==> src/rtl/rts_pkg.sv <==
// Package: shared constants, action codes, status codes and types for the scheduler.
`default_nettype none
package rts_pkg;
  localparam int NUM_TASKS = 8;
  localparam int NUM_ALARMS = 4;
  localparam int NUM_MUTEXES = 4;
  localparam int TICK_WIDTH = 16;
  localparam int TW = 4;
  localparam int AW = 2;
  localparam int MW = 2;
  localparam logic [TW-1:0] IDLE_TASK = TW'(NUM_TASKS);
  localparam logic [3:0] OWNER_FREE = 4'hf;
  localparam logic [2:0] WAIT_NONE = 3'h7;

  typedef enum logic [2:0] {
    ACT_START = 3'd0, ACT_TICK = 3'd1, ACT_SET_EVENT = 3'd2, ACT_WAIT_EVENT = 3'd3,
    ACT_SET_ALARM = 3'd4, ACT_WAIT_ALARM = 3'd5, ACT_MUTEX_GET = 3'd6,
    ACT_MUTEX_REL = 3'd7
  } action_t;

  typedef enum logic [2:0] {
    ST_OK = 3'd0, ST_BLOCKED = 3'd1, ST_BAD_ID = 3'd2, ST_IDLE_WAIT = 3'd3,
    ST_ALARM_OFF = 3'd4, ST_NOT_OWNED = 3'd5
  } status_t;

  localparam logic [2:0] CFG_TASKS_PRESENT = 3'd0;
  localparam logic [2:0] CFG_ALARM_OWNERS = 3'd1;
endpackage
`default_nettype wire

==> src/rtl/rts_alarm_unit.sv <==
// Alarm countdown unit: one shared decrementer stepped over the alarms one per cycle.
`default_nettype none
module rts_alarm_unit import rts_pkg::*; (
  input  wire logic                  clk,
  input  wire logic                  rst,
  input  wire logic                  scan_start,
  input  wire logic                  set_en,
  input  wire logic [AW-1:0]         set_idx,
  input  wire logic [TICK_WIDTH-1:0] set_val,
  input  wire logic [15:0]           owners,
  input  wire logic [AW-1:0]         rd_idx,
  output logic                       rd_zero,
  output logic                       busy,
  output logic [NUM_TASKS-1:0]       wake
);
  logic [TICK_WIDTH-1:0] alarm_ticks [NUM_ALARMS];
  logic [AW-1:0] scan_idx;
  logic [TICK_WIDTH-1:0] dec;
  logic [3:0] owner;

  assign rd_zero = (alarm_ticks[rd_idx] == '0);
  assign dec = alarm_ticks[scan_idx] - TICK_WIDTH'(1);
  assign owner = 4'(owners >> {scan_idx, 2'b00});

  // Step one alarm per cycle through the shared decrementer
  always_ff @(posedge clk) begin
    if (rst) begin
      busy <= 1'b0;
      scan_idx <= '0;
      wake <= '0;
      for (int i = 0; i < NUM_ALARMS; i++) alarm_ticks[i] <= '0;
    end else if (scan_start) begin
      busy <= 1'b1;
      scan_idx <= '0;
      wake <= '0;
    end else if (busy) begin
      if (alarm_ticks[scan_idx] != '0) begin
        alarm_ticks[scan_idx] <= dec;
        if (dec == '0 && owner < 4'(NUM_TASKS)) wake[owner[2:0]] <= 1'b1;
      end
      if (scan_idx == AW'(NUM_ALARMS - 1)) busy <= 1'b0;
      scan_idx <= scan_idx + AW'(1);
    end else if (set_en) begin
      alarm_ticks[set_idx] <= set_val;
    end
  end
endmodule
`default_nettype wire

==> src/rtl/rtos_task_scheduler_top.sv <==
// Top level: command decode, task state and reschedule sequencer.
// Sequence: capture, execute and reschedule for most commands; a tick runs execute,
// four alarms scanned through one decrementer, merge wake-ups, reschedule.
// Flow: one request at a time; the next is taken the cycle after the result
// is taken.
// Reset (rst, synchronous): idle task runs, no task ready, flags and alarms clear,
// all mutexes free, configuration registers zero.
`default_nettype none
module rtos_task_scheduler_top import rts_pkg::*; (
  input  wire logic        clk,
  input  wire logic        rst,
  input  wire logic        in_valid,
  output logic             in_stall,
  input  wire logic [2:0]  action,
  input  wire logic [2:0]  target_task,
  input  wire logic [7:0]  event_bits,
  input  wire logic [1:0]  alarm_number,
  input  wire logic [15:0] tick_count,
  input  wire logic [1:0]  mutex_number,
  output logic             out_valid,
  input  wire logic        out_stall,
  output logic [3:0]       running_task,
  output logic             switched,
  output logic [7:0]       events_granted,
  output logic [2:0]       status,
  input  wire logic        cfg_we,
  input  wire logic [2:0]  cfg_index,
  input  wire logic [15:0] cfg_data
);
  typedef enum logic [3:0] {
    S_IDLE = 4'b0001, S_EXEC = 4'b0010, S_SCAN = 4'b0100, S_SCHED = 4'b1000
  } state_t;
  state_t state;

  logic [7:0]  tasks_present;
  logic [15:0] alarm_owners;
  logic [TW-1:0] current_task;
  logic [NUM_TASKS-1:0] ready_bits;
  logic [7:0] event_flags [NUM_TASKS];
  logic [7:0] event_wait_mask [NUM_TASKS];
  logic [NUM_TASKS-1:0] event_wait_pending;
  logic [3:0] mutex_owner [NUM_MUTEXES];
  logic [2:0] mutex_waited [NUM_TASKS+1];

  action_t act;
  logic [2:0] tgt;
  logic [7:0] ebits;
  logic [1:0] anum;
  logic [15:0] tcnt;
  logic [1:0] mnum;
  logic resched;

  logic scan_start, set_en, a_zero, a_busy;
  logic [NUM_TASKS-1:0] wake;
  logic [3:0] aown;
  logic [2:0] cur3;

  assign in_stall = (state != S_IDLE) || out_valid;
  assign cur3 = current_task[2:0];
  assign aown = 4'(alarm_owners >> {anum, 2'b00});
  assign scan_start = (state == S_EXEC) && (act == ACT_TICK);
  assign set_en = (state == S_EXEC) && (act == ACT_SET_ALARM);

  rts_alarm_unit u_alarm (
    .clk, .rst, .scan_start, .set_en, .set_idx(anum), .set_val(tcnt),
    .owners(alarm_owners), .rd_idx(anum), .rd_zero(a_zero), .busy(a_busy), .wake
  );

  // Pick lowest ready task, then follow an owned mutex
  logic [TW-1:0] pick, pick_final;
  logic [2:0] w;
  logic [3:0] own;
  always_comb begin
    pick = IDLE_TASK;
    for (int t = NUM_TASKS - 1; t >= 0; t--) if (ready_bits[t]) pick = TW'(t);
    w = mutex_waited[pick];
    own = mutex_owner[w[MW-1:0]];
    pick_final = pick;
    if (w != WAIT_NONE && w < 3'(NUM_MUTEXES) && own != OWNER_FREE) begin
      if (own < 4'(NUM_TASKS) && ready_bits[own[2:0]]) pick_final = own;
      else pick_final = IDLE_TASK;
    end
  end

  // Sequence each request: capture, execute, scan alarms (tick only), reschedule
  always_ff @(posedge clk) begin
    if (rst) begin
      state <= S_IDLE;
      out_valid <= 1'b0;
      tasks_present <= '0;
      alarm_owners <= '0;
      current_task <= IDLE_TASK;
      ready_bits <= '0;
      event_wait_pending <= '0;
      resched <= 1'b0;
      for (int i = 0; i < NUM_TASKS; i++) begin
        event_flags[i] <= '0;
        event_wait_mask[i] <= '0;
      end
      for (int i = 0; i < NUM_MUTEXES; i++) mutex_owner[i] <= OWNER_FREE;
      for (int i = 0; i <= NUM_TASKS; i++) mutex_waited[i] <= WAIT_NONE;
    end else begin
      if (cfg_we) begin
        if (cfg_index == CFG_TASKS_PRESENT) tasks_present <= cfg_data[7:0];
        else if (cfg_index == CFG_ALARM_OWNERS) alarm_owners <= cfg_data;
      end
      if (out_valid && !out_stall) out_valid <= 1'b0;
      unique case (state)
        S_IDLE: begin
          if (in_valid && !in_stall) begin
            act <= action_t'(action);
            tgt <= target_task;
            ebits <= event_bits;
            anum <= alarm_number;
            tcnt <= tick_count;
            mnum <= mutex_number;
            state <= S_EXEC;
          end
        end
        S_EXEC: begin
          resched <= 1'b0;
          events_granted <= '0;
          status <= ST_OK;
          state <= S_SCHED;
          unique case (act)
            ACT_START: begin
              ready_bits <= tasks_present[NUM_TASKS-1:0];
              for (int i = 0; i < NUM_MUTEXES; i++) mutex_owner[i] <= OWNER_FREE;
              for (int i = 0; i <= NUM_TASKS; i++) mutex_waited[i] <= WAIT_NONE;
              resched <= 1'b1;
            end
            ACT_TICK: begin
              resched <= 1'b1;
              state <= S_SCAN;
            end
            ACT_SET_EVENT: begin
              event_flags[tgt] <= event_flags[tgt] | ebits;
              if ((ebits & event_wait_mask[tgt]) != '0) begin
                ready_bits[tgt] <= 1'b1;
                resched <= 1'b1;
              end
            end
            ACT_WAIT_EVENT: begin
              if (current_task == IDLE_TASK) status <= ST_IDLE_WAIT;
              else if (event_wait_pending[cur3] || (ebits & event_flags[cur3]) != '0) begin
                events_granted <= event_flags[cur3] & ebits;
                event_flags[cur3] <= event_flags[cur3] & ~ebits;
                event_wait_mask[cur3] <= '0;
                event_wait_pending[cur3] <= 1'b0;
              end else begin
                event_wait_mask[cur3] <= ebits;
                event_wait_pending[cur3] <= 1'b1;
                ready_bits[cur3] <= 1'b0;
                resched <= 1'b1;
                status <= ST_BLOCKED;
              end
            end
            ACT_SET_ALARM: ;
            ACT_WAIT_ALARM: begin
              if (current_task == IDLE_TASK) status <= ST_IDLE_WAIT;
              else if (aown != current_task) status <= ST_NOT_OWNED;
              else if (a_zero) status <= ST_ALARM_OFF;
              else begin
                ready_bits[cur3] <= 1'b0;
                resched <= 1'b1;
                status <= ST_BLOCKED;
              end
            end
            ACT_MUTEX_GET: begin
              if (mutex_owner[mnum] == OWNER_FREE) begin
                mutex_waited[current_task] <= WAIT_NONE;
                mutex_owner[mnum] <= current_task;
              end else begin
                mutex_waited[current_task] <= 3'(mnum);
                resched <= 1'b1;
                status <= ST_BLOCKED;
              end
            end
            ACT_MUTEX_REL: begin
              mutex_owner[mnum] <= OWNER_FREE;
              resched <= 1'b1;
            end
            default: ;
          endcase
        end
        S_SCAN: begin
          if (!a_busy) begin
            ready_bits <= ready_bits | wake;
            state <= S_SCHED;
          end
        end
        S_SCHED: begin
          if (resched) current_task <= pick_final;
          running_task <= resched ? pick_final : current_task;
          switched <= resched;
          out_valid <= 1'b1;
          state <= S_IDLE;
        end
        default: state <= S_IDLE;
      endcase
    end
  end
endmodule
`default_nettype wire

==> config.mk <==
export PLATFORM = sky130hd
export DESIGN_NAME = rtos_task_scheduler_top
export DESIGN_NICKNAME = d
export VERILOG_FILES = /design/src/rtl/rts_pkg.sv /design/src/rtl/rts_alarm_unit.sv /design/src/rtl/rtos_task_scheduler_top.sv
export SDC_FILE = /design/constraint.sdc
export NUM_CORES = 1
export LEC_CHECK = 0
export BUFFER_PORTS_ARGS = -buffer_cell sky130_fd_sc_hd__buf_2
export CAP_MARGIN = 20
export CORE_UTILIZATION = 45
export DETAILED_ROUTE_END_ITERATION = 7
export GPL_ROUTABILITY_DRIVEN = 0
export SYNTH_ARGS = -nofsm -noshare
export SYNTH_HDL_FRONTEND = slang
export SYNTH_HIERARCHICAL = 1
export SYNTH_SLANG_ARGS = --single-unit
==> constraint.sdc <==
create_clock -name clk -period 13.95 [get_ports clk]
set_clock_uncertainty 0.15 [all_clocks]
set_input_delay 0.6975 -clock clk [delete_from_list [all_inputs] [get_ports clk]]
set_output_delay 0.6975 -clock clk [all_outputs]
set_load 0.02 [all_outputs]
[Word-level counts from Yosys, hierarchy flattened]
Memory sizes are Yosys's and may differ from the RTL's. A register that Yosys moved wholly into a read port is not among the register bits.
Cells that the tools add are included.
Storage, ports and cells
  register bits after elaboration: 111
  RAM bits: 235
  input bits: 58
  output and inout bits: 18
  memories: 5
  logic and storage cells: 287
Cells by class
  equality and inequality tests: 28
  $add $sub $neg: 2
  multiplexer cells: 143
  shift operators: 2
  reductions and logical operators: 43
  bitwise logic cells: 33
  $lt $le $gt $ge: 10
Memories
  event_flags: depth 8, width 8, read ports 2, clocked after Yosys merged registers in 2, write ports 8, RTL line rtos_task_scheduler_top.sv:39  | logic [7:0] event_flags [NUM_TASKS];
  event_wait_mask: depth 8, width 8, read ports 1, clocked after Yosys merged registers in 1, write ports 8, RTL line rtos_task_scheduler_top.sv:40  | logic [7:0] event_wait_mask [NUM_TASKS];
  u_alarm.alarm_ticks: depth 4, width 16, read ports 2, clocked after Yosys merged registers in 2, write ports 4, RTL line rts_alarm_unit.sv:16  | logic [TICK_WIDTH-1:0] alarm_ticks [NUM_ALARMS];
  mutex_waited: depth 9, width 3, read ports 1, clocked after Yosys merged registers in 0, write ports 9, RTL line rtos_task_scheduler_top.sv:43  | logic [2:0] mutex_waited [NUM_TASKS+1];
  mutex_owner: depth 4, width 4, read ports 2, clocked after Yosys merged registers in 1, write ports 4, RTL line rtos_task_scheduler_top.sv:42  | logic [3:0] mutex_owner [NUM_MUTEXES];
Operators with widths (count)
  $mux W8: 12
  $mux W4: 21
  $mux W1: 69
  $mux W3: 21
  $and A8 B8 Y8: 5
  $or A8 B8 Y8: 5
  $logic_not A16 Y1: 2
  $mux W16: 2
  $pmux W8 S4: 1
  $reduce_or A16 Y1: 2
  $shr A16 B4 Y4: 2
  $reduce_or A8 Y1: 3
  $ne A3 B3 Y1 const B: 7
  $lt A3 B4 Y1 const B: 4
  $mux W2: 8
  $not A8 Y8: 2
  $or A1 B1 Y1: 16
  $pmux W8 S2: 1
  $reduce_bool A16 Y1: 1
  $reduce_bool A8 Y1: 2
  $sub A16 B1 Y16 const B: 1
  $eq A3 B3 Y1 const B: 4
  $eq A4 B4 Y1 const B: 3
  $pmux W4 S3: 1
  31 further kinds: 66

[Logic depth before layout (Yosys ltp)]
Gate-level depths: netlist of run 1.
An unclocked memory read counts as a cell.
  depth in word-level cells: 18
  gate-level depth with buffers: 14
  depth with buffers taken out: 11

[Modules after synthesis]
The synthesis of run 1 kept the hierarchy.
Modules (own cells, without submodules)
  rtos_task_scheduler_top: cells an instance 1122, area an instance 13295.3 um2, times used 1
  rts_alarm_unit: cells an instance 354, area an instance 4151.5 um2, times used 1

[Worst setup path before layout of run 1]
OpenSTA, ideal clock, no wires.
  path kind: register -> register
  from: register state[3]
  to: register with a tool-made name
  library setup time: 0.122 ns
  slack: 9.367 ns
  required time: 13.678 ns
  arrival: 4.311 ns
  clock period less this slack: 4.583 ns
  cell stages (with the launch flop): 4
  cells stage by stage: dfxtp_1 > nor4b_1 > nor3b_1 > mux2_2
RTL lines
  start: declaration: RTL line rtos_task_scheduler_top.sv:33  | state_t state;
  start signal: assignment: RTL line rtos_task_scheduler_top.sv:88  | state <= S_IDLE;
  start signal: assignment: RTL line rtos_task_scheduler_top.sv:117  | state <= S_EXEC;
  start signal: assignment: RTL line rtos_task_scheduler_top.sv:124  | state <= S_SCHED;

==> results of run 1 <==
-- cell type report --
type,count,area [um2],area share [%]
multi-input cells,1005,6900,35.4
clock buffers,47,1050,5.38
repair buffers,91,536,2.75
inverters,35,131,0.674
well taps,511,639,3.28
clock inverters,24,170,0.873
flip-flops and latches,359,10100,51.7
-- routing by layer --
metal	wire, um	vias to the layer above
met4	1200	0
met5	0	-
met2	21900	448
met1	19400	5984
met3	2880	66
li1	-	5565
-- critical path, stage by stage (launching register included) --
cell and delay (ns):
dfxtp_1 0.49, buf_16 0.20, mux4_2 0.50, mux2_2 0.29, nand2_1 0.09, and4_1 0.21
nand3_1 0.11, nor2_2 0.47, or2_2 0.50, mux2_2 0.41, nand2_1 0.26, nand2b_1 0.29
-- worst paths after layout --
kind              slack, ns                end            start
setup reg to reg       9.64  event_flags[1][5]             flop
setup / recovery       9.64  event_flags[1][5]             flop
hold / removal         0.16            tcnt[2]    tick_count[2]
hold reg to reg        0.30    u_alarm/wake[3]  u_alarm/wake[3]
-- synth_stat cells, types with 4 or more instances --
master,n
o21ai_0,68
clkbuf_1,51
xnor2_1,14
edfxtp_1,288
o22ai_1,5
buf_1,4
nand2_1,170
o21bai_1,9
a21oi_1,54
a21boi_0,4
inv_1,35
nand4_1,15
nor4_2,4
and2_1,4
xor2_1,6
mux2_2,30
nand3_1,21
mux2i_1,19
a2bb2oi_1,4
nor2_1,283
buf_4,4
a211oi_1,9
nand2b_1,31
dfxtp_1,71
mux4_2,75
a31oi_1,5
nor2b_1,26
a21oi_2,12
nand3b_1,7
buf_2,11
nor3_1,19
a221oi_1,9
nor4_1,18
buf_6,6
nor4b_1,7
-- registers in the layout, summed over array words and instances, names as in the netlist, 4 cells and up, named ones only --
register             count
events_granted           8
mutex_owner             16
ready_bits               8
current_task             4
tasks_present            8
tcnt                    16
event_wait_mask         64
ebits                    8
event_flags             64
alarm_owners            16
state                    4
u_alarm/alarm_ticks     64
running_task             4
mutex_waited            30
u_alarm/wake             8
-- through the flow --
step           total power [mW]  cells  hold WS, ns  util [%]
2_1_floorplan              1.34   1476        0.256         -
3_3_place_gp               1.40   1999        0.291      48.0
3_5_place_dp               1.41   1999        0.293      48.0
4_1_cts                    2.40   2070        0.140      51.2
5_1_grt                    2.45   2072        0.148      51.4
6_report                   2.38   2072        0.163      51.4
-- kinds of logic after synthesis --
family                   after synthesis
AND/OR/NAND/NOR                      635
flip-flops                           359
AO/OA/AOI/OAI                        221
multiplexers                         126
buffers and inverters                112
XOR/XNOR                              20
adder cells (fa/ha/maj)                3
-- report_power, final --
| part | switching [mW] | internal, mW | leakage (nW) |
|---|---|---|---|
| logic | 0.102 | 0.0685 | 2.56 |
| registers | 0.0283 | 1.18 | 3.35 |
| clock network | 0.424 | 0.573 | 0.596 |
==> flow_summary.toml, run 1 <==
[yosys]
syn_inst = 1476
synth_compound_area_share_pct = 8.66
synth.area.top_cells = "edfxtp_1, mux4_2, dfxtp_1, nor2_1, nand2_1"
yosysTopAreaCell = "edfxtp_1"
muxShareOfSynthArea_pct = 12.9
synth.distinct_cells = 87
async_flop_share_pct = 0
synth_top_flop_cell = "edfxtp_1"
ys_ff_latch = 359
yosys.area_share.simple_pct = 16.7
synth_xor_area_share_pct = 1.00
synth_top_area_share_pct = 49.6
synth_edf_count = 288
synth_top_family_by_area = "simple AND/OR/NAND/NOR gates"
syn-cell-area_mm2 = 0.0174
yosysWarnings = 6
synthAdderAreaFrac_pct = 0.215
ys_seq_area_share_pct = 57.7
syn_avg_cell_area_um2 = 11.8
synth_fp_nets = 1537

[setup_path]
arrival_ns = 4.40
critPathRequiredTime_ns = 14.04
crit_path_end_kind = "flop"
crit_type = "flop to flop"
cp-start-kind = "flop"
worstPathMaxFanout = 16
ff2ff_path_depth = 11

[floorplanning]
die_w_um = 199
ios = 76
die-area_mm2 = 0.0396
initial_core_util_pct = 46.0
core_area_mm2 = 0.0379
fp-row-count = 71
die_h_um = 199

[global_routing]
grtUsageMet1_pct = 32.1
gr-max-usage-layer = "met2"
met3_usage_pct = 3.76
grt_pass1_vias = 11744
grt_start_max_net_pins = 50
grt_antenna_before_repair = 0
grt_pass1_wl_mm = 69.4
use_met2_pct = 38.3
grtUsageTotal_pct = 23.6
grt_overflow = 0

[clock_network]
cts_hold_buf = 0
cts_tree = "built"
path_clk_slew_ns = 0.07
cts_num_sinks = 359
clockBufferDepth = 3
clk_latency_ns = 0.56
cts-root-buf = "clkbuf_16"
postCtsSetupRepairBufs = 0
cts_buffers = 39
cts_max_level = 2
cts_resized = 0

[placed_design]
io_buffers = 75
post-place-ws_ns = 9.25
dpl.hpwl_mm = 32.1
placed_area_mm2 = 0.0182

[routing]
avgViaCountPerCell = 5.82
wire_per_inst_um = 21.9
drc = 0
drt_iter0_drc = 998
ant_nets = 0
detail_route.wirelength_mm = 45.3
drt_first_pass_iters = 5
vias = 12063

[timing]
finalCritPeriodShare_pct = 30.9
layout_setup_ws_ns = 9.64
rsz0062_at_grt = "no"
setup_viol = 0
timing.fmax_mhz = 232
worst_slew_pin_slew_ns = 1.07
slew_violations = 0
setup_tns_ns = 0
hold_viol = 0
fin_crit_ns = 4.31
relSlewSlack_pct = 28.3

[finish]
nNetsFinal = 1592
n_antenna_cell = 0
final_cell_mix = "edfxtp_1, nor2_1, nand2_1"
fin_area_mm2 = 0.0195
area_growth_pct = 11.7
layout-drive-gt1-share_pct = 19.0
final_common_cell = "edfxtp_1"
fill_cells = 3380

[run_status]
outcome = "finished clean"

[hold_path]
hold_class = "input port to flop"
hold_path_depth = 1

[pwr]
ir_worst_vdd_mv = 0.0917
powerDensity_mw_per_mm2 = 122
leakage_nw = 6.50

[run]
maxCapViolCount = 0
Note: power is estimated with default switching activity, not from simulation.
==> inputs of run 2 (changes only) <==
--- a/config.mk
+++ b/config.mk
@@ -5,6 +5,7 @@
 export SDC_FILE = /design/constraint.sdc
 export NUM_CORES = 1
 export LEC_CHECK = 0
+export ABC_AREA = 1
 export BUFFER_PORTS_ARGS = -buffer_cell sky130_fd_sc_hd__buf_2
 export CAP_MARGIN = 20
 export CORE_UTILIZATION = 45
==> constraint.sdc (replaced) <==
create_clock -name clk -period 4 [get_ports clk]
set_clock_uncertainty 0.15 [all_clocks]
set_input_delay 0.2 -clock clk [delete_from_list [all_inputs] [get_ports clk]]
set_output_delay 0.2 -clock clk [all_outputs]
set_load 0.02 [all_outputs]
==> run 2 against run 1 <==
Net effect: flip-flop and latch count increased by 6; final area grew 8.2%; wire length grew 16%; fmax is 18% higher; via count rose by 26%; global-route usage increased by 1.7 points; cell count increased by 33%; count of clock-buffer cells in the layout up 6; die area rose by 5.1%; register-to-register slack worse by 9.3 ns; critical path type unchanged; critical endpoint is now event_flags[5][4].
==> flow_summary.toml, run 2 <==
[pwr]
ir_worst_vdd_mv = 0.277
total_power_mw = 8.78
powerDensity_mw_per_mm2 = 416
leakage_nw = 8.11

[yosys]
ys_seq_area_share_pct = 55.8
yosysWarnings = 6
synth.distinct_cells = 61
yosysTopAreaCell = "edfxtp_1"
ys_ff_latch = 365
syn_inst = 2062
netlist_top_cells_count = "nand2_1, nor2_1, edfxtp_1"
async_flop_share_pct = 0
synth_top_flop_cell = "edfxtp_1"
synth.area.top_cells = "edfxtp_1, nand2_1, dfxtp_1, nor2_1, o21ai_0"
syn-cell-area_mm2 = 0.0184
syn_avg_cell_area_um2 = 8.90
post-synth-top-count-cell = "nand2_1"
synth_top_area_share_pct = 48.1
synth_fp_nets = 2123
synth_edf_count = 294

[setup_path]
critPathRequiredTime_ns = 4.13
cp-start-kind = "flop"
path_delay_family = "compound AO/OA/AOI/OAI gates"
arrival_ns = 3.78
worstPathMaxFanout = 31
cp_cell_sequence = "inv_2, buf_12, a21oi_1, o21ai_0, o21ai_1, nand2_1, nand2_1, nand2_1, o2111ai_2, nor2_2, nand2_4, nand2_2, nor2_4, nand2_4, inv_2, o31ai_2, nor2_1"
critical_path_buf_inv_count = 3
cpPeakStageDelay_ns = 0.74
cp_slowest_cell = "o31ai_2"
crit_path_end_kind = "flop"
crit_type = "flop to flop"
path_common_cell = "nand2_1"

[floorplanning]
fp-row-count = 73
ios = 76
die_w_um = 204
die-area_mm2 = 0.0416
die_h_um = 204
core_area_mm2 = 0.0400
initial_core_util_pct = 45.9

[finish]
layout-drive-gt1-share_pct = 12.6
final_cell_mix = "nand2_1, nor2_1, edfxtp_1"
largestRegisters = "event_flags (64), event_wait_mask (64), u_alarm/alarm_ticks (64)"
area_growth_pct = 14.9
n_antenna_cell = 0
final_common_cell = "nand2_1"
nNetsFinal = 2256
fin_cells = 2752

[timing]
hold_viol = 0
worst_slew_pin_slew_ns = 1.06
relSlewSlack_pct = 29.0
fin_crit_ns = 3.65
timing.fmax_mhz = 274
slew_violations = 0
setup_tns_ns = 0
layout_setup_ws_ns = 0.348
setup_viol = 0
finalCritPeriodShare_pct = 91.3
rsz0062_at_grt = "no"

[global_routing]
grt_overflow = 0
grt_antenna_before_repair = 0
grtUsageTotal_pct = 25.3
grt_pass1_vias = 14283
grt_pass1_wl_mm = 80.9
grt_start_max_net_pins = 81

[clock_network]
cts_buffers = 41
path_clk_slew_ns = 0.06
cts_max_level = 2
cts_tree = "built"
clk_latency_ns = 0.57
postCtsSetupRepairBufs = 0
cts-root-buf = "clkbuf_16"
cts_num_sinks = 365
clockBufferDepth = 3

[routing]
drt_first_pass_iters = 6
drt_iter0_drc = 1650
avgViaCountPerCell = 5.53
detail_route.wirelength_mm = 52.4
drc = 0
ant_nets = 0
wire_per_inst_um = 19.0
vias = 15232

[placed_design]
dpl.hpwl_mm = 36.7
post-place-ws_ns = 0.452
dp_cells = 2623
io_buffers = 75

[run]
maxCapViolCount = 0

[run_status]
outcome = "finished clean"

[hold_path]
hold_class = "input port to flop"
run 2: logic make-up (layout without fill, tap and decap cells):
| family | after synthesis | in the layout | synth area share [%] |
|---|---|---|---|
| AND/OR/NAND/NOR | 993 | 993 | 23.7 |
| AO/OA/AOI/OAI | 411 | 411 | 13.3 |
| flip-flops | 365 | 365 | 55.8 |
| buffers and inverters | 284 | 449 | 6.64 |
| XOR/XNOR | 6 | 6 | 0.286 |
| adder cells (fa/ha/maj) | 3 | 3 | 0.205 |
run 2: what timing repair did:
item	CTS	global route
setup endpoints to repair	0	4
endpoints found under the hold margin	72	0
gates resized for setup	0	1
hold buffers	54	0
run 2: layer usage:
metal / vias to the layer above / wire length [um] / GRT usage (%)
met3: 122 / 3710 / 3.36
met1: 7137 / 23300 / 35.2
met5: - / 0 / 0
li1: 7319 / - / -
met2: 654 / 23500 / 40.0
met4: 0 / 1940 / 10.2
run 2: final timing paths:
kind	from	end	slack (ns)	cells after the start
max reg2reg	flop	event_flags[5][4]	0.35	17
min reg2reg	tasks_present[3]	tasks_present[3]	0.30	2
max	flop	event_flags[5][4]	0.35	17
min	cfg_we	tasks_present[4]	0.15	3
run 2: layout make-up:
cell class	instances	area, um2
Clock buffer	53	1090
Clock inverter	22	158
Fill cell	3762	18900
Inverter	200	768
Multi-Input combinational cell	1413	6900
Sequential cell	365	10300
Tap cell	525	657
Timing Repair Buffer	174	1270
run 2: worst register-to-register path: cells and delay by family (launching register included):
family | cells | cell delay (ns)
buf+inv | 3 | 0.60
flops | 1 | 0.32
compound gates | 5 | 1.15
simple gates | 9 | 1.14
run 2: stage by stage:
| step | util (%) | instance area, um2 | hold slack [ns] |
|---|---|---|---|
| floorplan | - | 18400 | 0.122 |
| global placement | 48.2 | 19300 | 0.227 |
| detailed placement | 48.2 | 19300 | 0.228 |
| CTS | 52.7 | 21100 | 0.124 |
| global route | 52.7 | 21100 | 0.192 |
| finish | 52.7 | 21100 | 0.153 |
run 2: power by group:
group	total, mW	internal (mW)	switching, mW
Combinational	0.930	0.293	0.636
Sequential	4.28	4.20	0.0755
Clock	3.57	2.05	1.52
Total	8.78	6.55	2.23
==> inputs of run 3 (changes only) <==
==> constraint.sdc (replaced) <==
create_clock -name clk -period 3.5 [get_ports clk]
set_clock_uncertainty 0.15 [all_clocks]
set_input_delay 0.175 -clock clk [delete_from_list [all_inputs] [get_ports clk]]
set_output_delay 0.175 -clock clk [all_outputs]
set_load 0.02 [all_outputs]
==> run 3 against run 2 <==
Net effect: sequential share of layout area is 0.93 points lower; power up 20%; via count increased by 0.46%; worst hold slack lost 0.032 ns; highest routed layer is now met5; critical path type unchanged; cell count grew 0.84%; count of clock-buffer cells in the layout grew 6; register-to-register slack worse by 0.16 ns; critical endpoint is now event_flags[6][5]; combinational power rose by 18%.
==> flow_summary.toml, run 3 (synthesis gave the netlist of run 2 again) <==
[setup_path]
cp_cell_sequence = "inv_2, buf_4, nor2_1, o21ai_0, o21ai_2, o2111ai_2, nor2_4, nand2_4, nand2_2, nor2_4, nand2_4, o21ai_2, inv_2, nor2_4, nand2_4, nand2_1"
path_delay_family = "simple AND/OR/NAND/NOR gates"
arrival_ns = 3.38
worstPathMaxFanout = 12
ff2ff_path_depth = 16
cp-start-kind = "flop"
cp.depth = 16
cp_slowest_cell = "o21ai_0"
critPathRequiredTime_ns = 3.57
critical_path_buf_inv_count = 3
crit_path_end_kind = "flop"
crit_type = "flop to flop"
cpPeakStageDelay_ns = 0.35

[pwr]
internal-power_mw = 7.92
total_power_mw = 10.5
switching_share_pct = 24.6
power_frac_clock_pct = 43.0
seqPwrFrac_pct = 46.6
power.switching_mw = 2.59
powerDensity_mw_per_mm2 = 489
ir_worst_vdd_mv = 0.515
power.share.combinational_pct = 10.5
leakage_nw = 8.34

[timing]
relSlewSlack_pct = 33.6
fin_crit_ns = 3.31
timing.fmax_mhz = 302
worst_slew_pin_slew_ns = 0.993
hold_viol = 0
finalCritPeriodShare_pct = 94.5
slew_violations = 0
setup_viol = 0
setup_tns_ns = 0

[floorplanning]
core_area_mm2 = 0.0400
die-area_mm2 = 0.0416
fp-row-count = 73
ios = 76
die_w_um = 204
die_h_um = 204
initial_core_util_pct = 45.9

[clock_network]
cts_tree = "built"
cts_buffers = 42
cts_max_level = 2
cts_num_sinks = 365
clockBufferDepth = 3
cts-root-buf = "clkbuf_16"
clk_latency_ns = 0.57
path_clk_slew_ns = 0.06

[routing]
vias = 15302
drt_first_pass_iters = 7
avgViaCountPerCell = 5.51
drc = 0
wire_per_inst_um = 18.8
drt_iter0_drc = 1417
detail_route.wirelength_mm = 52.1
ant_nets = 0

[placed_design]
dp_cells = 2643
dpl.hpwl_mm = 37.0
placed_area_mm2 = 0.0195
io_buffers = 75

[finish]
largestRegisters = "event_flags (64), event_wait_mask (64), u_alarm/alarm_ticks (64)"
multi_input_area_mm2 = 0.00696
layout-drive-gt1-share_pct = 14.2
n_antenna_cell = 0
final_cell_mix = "nand2_1, nor2_1, edfxtp_1"
fin_cells = 2775
final_common_cell = "nand2_1"
fin_area_mm2 = 0.0215
nNetsFinal = 2280
fill_cells = 3672
seq_area_mm2 = 0.0103
finalCoreUtilization_pct = 53.8
area_growth_pct = 17.2

[global_routing]
grt_pass1_vias = 14680
grt_pass1_wl_mm = 80.9
grt_antenna_before_repair = 1
grt_start_max_net_pins = 81
grtUsageTotal_pct = 25.4
grt_overflow = 0

[hold_path]
hold_path.startpoint = "cfg_we"
hold_class = "input port to flop"
hold_path_depth = 3

[run_status]
outcome = "finished clean"

[run]
maxCapViolCount = 0
==> run 3: through the flow <==
stage | hold slack [ns] | worst slack (ns)
6_report | 0.120 | 0.191
4_1_cts | 0.0887 | 0.00662
3_5_place_dp | 0.203 | -0.134
2_1_floorplan | 0.0974 | 0.280
5_1_grt | 0.157 | -0.00134
3_3_place_gp | 0.201 | -0.0853
==> run 3: what timing repair did <==
item                                   CTS  global route
gates resized for setup                  2            22
hold buffers                            55             0
endpoints found under the hold margin   73             0
buffers inserted                         2             0
pin swaps                                1             1
setup endpoints to repair                4           148
==> run 3: area by class of cell <==
cell class / count / area share [%]
clock inverters: 16 / 0.966
flip-flops and latches: 365 / 47.7
multi-input cells: 1413 / 32.4
inverters: 200 / 3.58
clock buffers: 59 / 5.57
repair buffers: 197 / 6.76
well taps: 525 / 3.05
==> run 3: layer usage <==
| layer | track usage (%) | vias up | part of all wire (%) |
|---|---|---|---|
| li1 | - | 7360 | - |
| met1 | 34.2 | 7200 | 43 |
| met2 | 40.3 | 616 | 46 |
| met3 | 3.71 | 124 | 7.0 |
| met4 | 11.6 | 2 | 4.3 |
| met5 | 0 | - | 0.025 |
==> run 3: path summary, 6_finish.rpt <==
| kind | slack [ns] | end |
|---|---|---|
| max | 0.19 | event_flags[6][5] |
| min | 0.12 | tasks_present[0] |
| min reg2reg | 0.30 | u_alarm/wake[6] |
| max reg2reg | 0.19 | event_flags[6][5] |
==> run 3: worst register-to-register path: cells and delay by family, from the launching register on <==
| kind | cells | cell delay, ns |
|---|---|---|
| flops | 1 | 0.31 |
| compound gates | 4 | 0.95 |
| buf+inv | 3 | 0.48 |
| simple gates | 9 | 1.08 |
==> run 3: power by group through the flow <==
stage | Combinational, mW | Sequential (mW) | Clock [mW]
floorplan | 0.695 | 4.94 | 0
CTS | 1.08 | 4.89 | 4.58
global placement | 1.01 | 4.98 | 0
finish | 1.10 | 4.89 | 4.52
global route | 1.21 | 4.90 | 4.75
detailed placement | 1.02 | 4.98 | 0
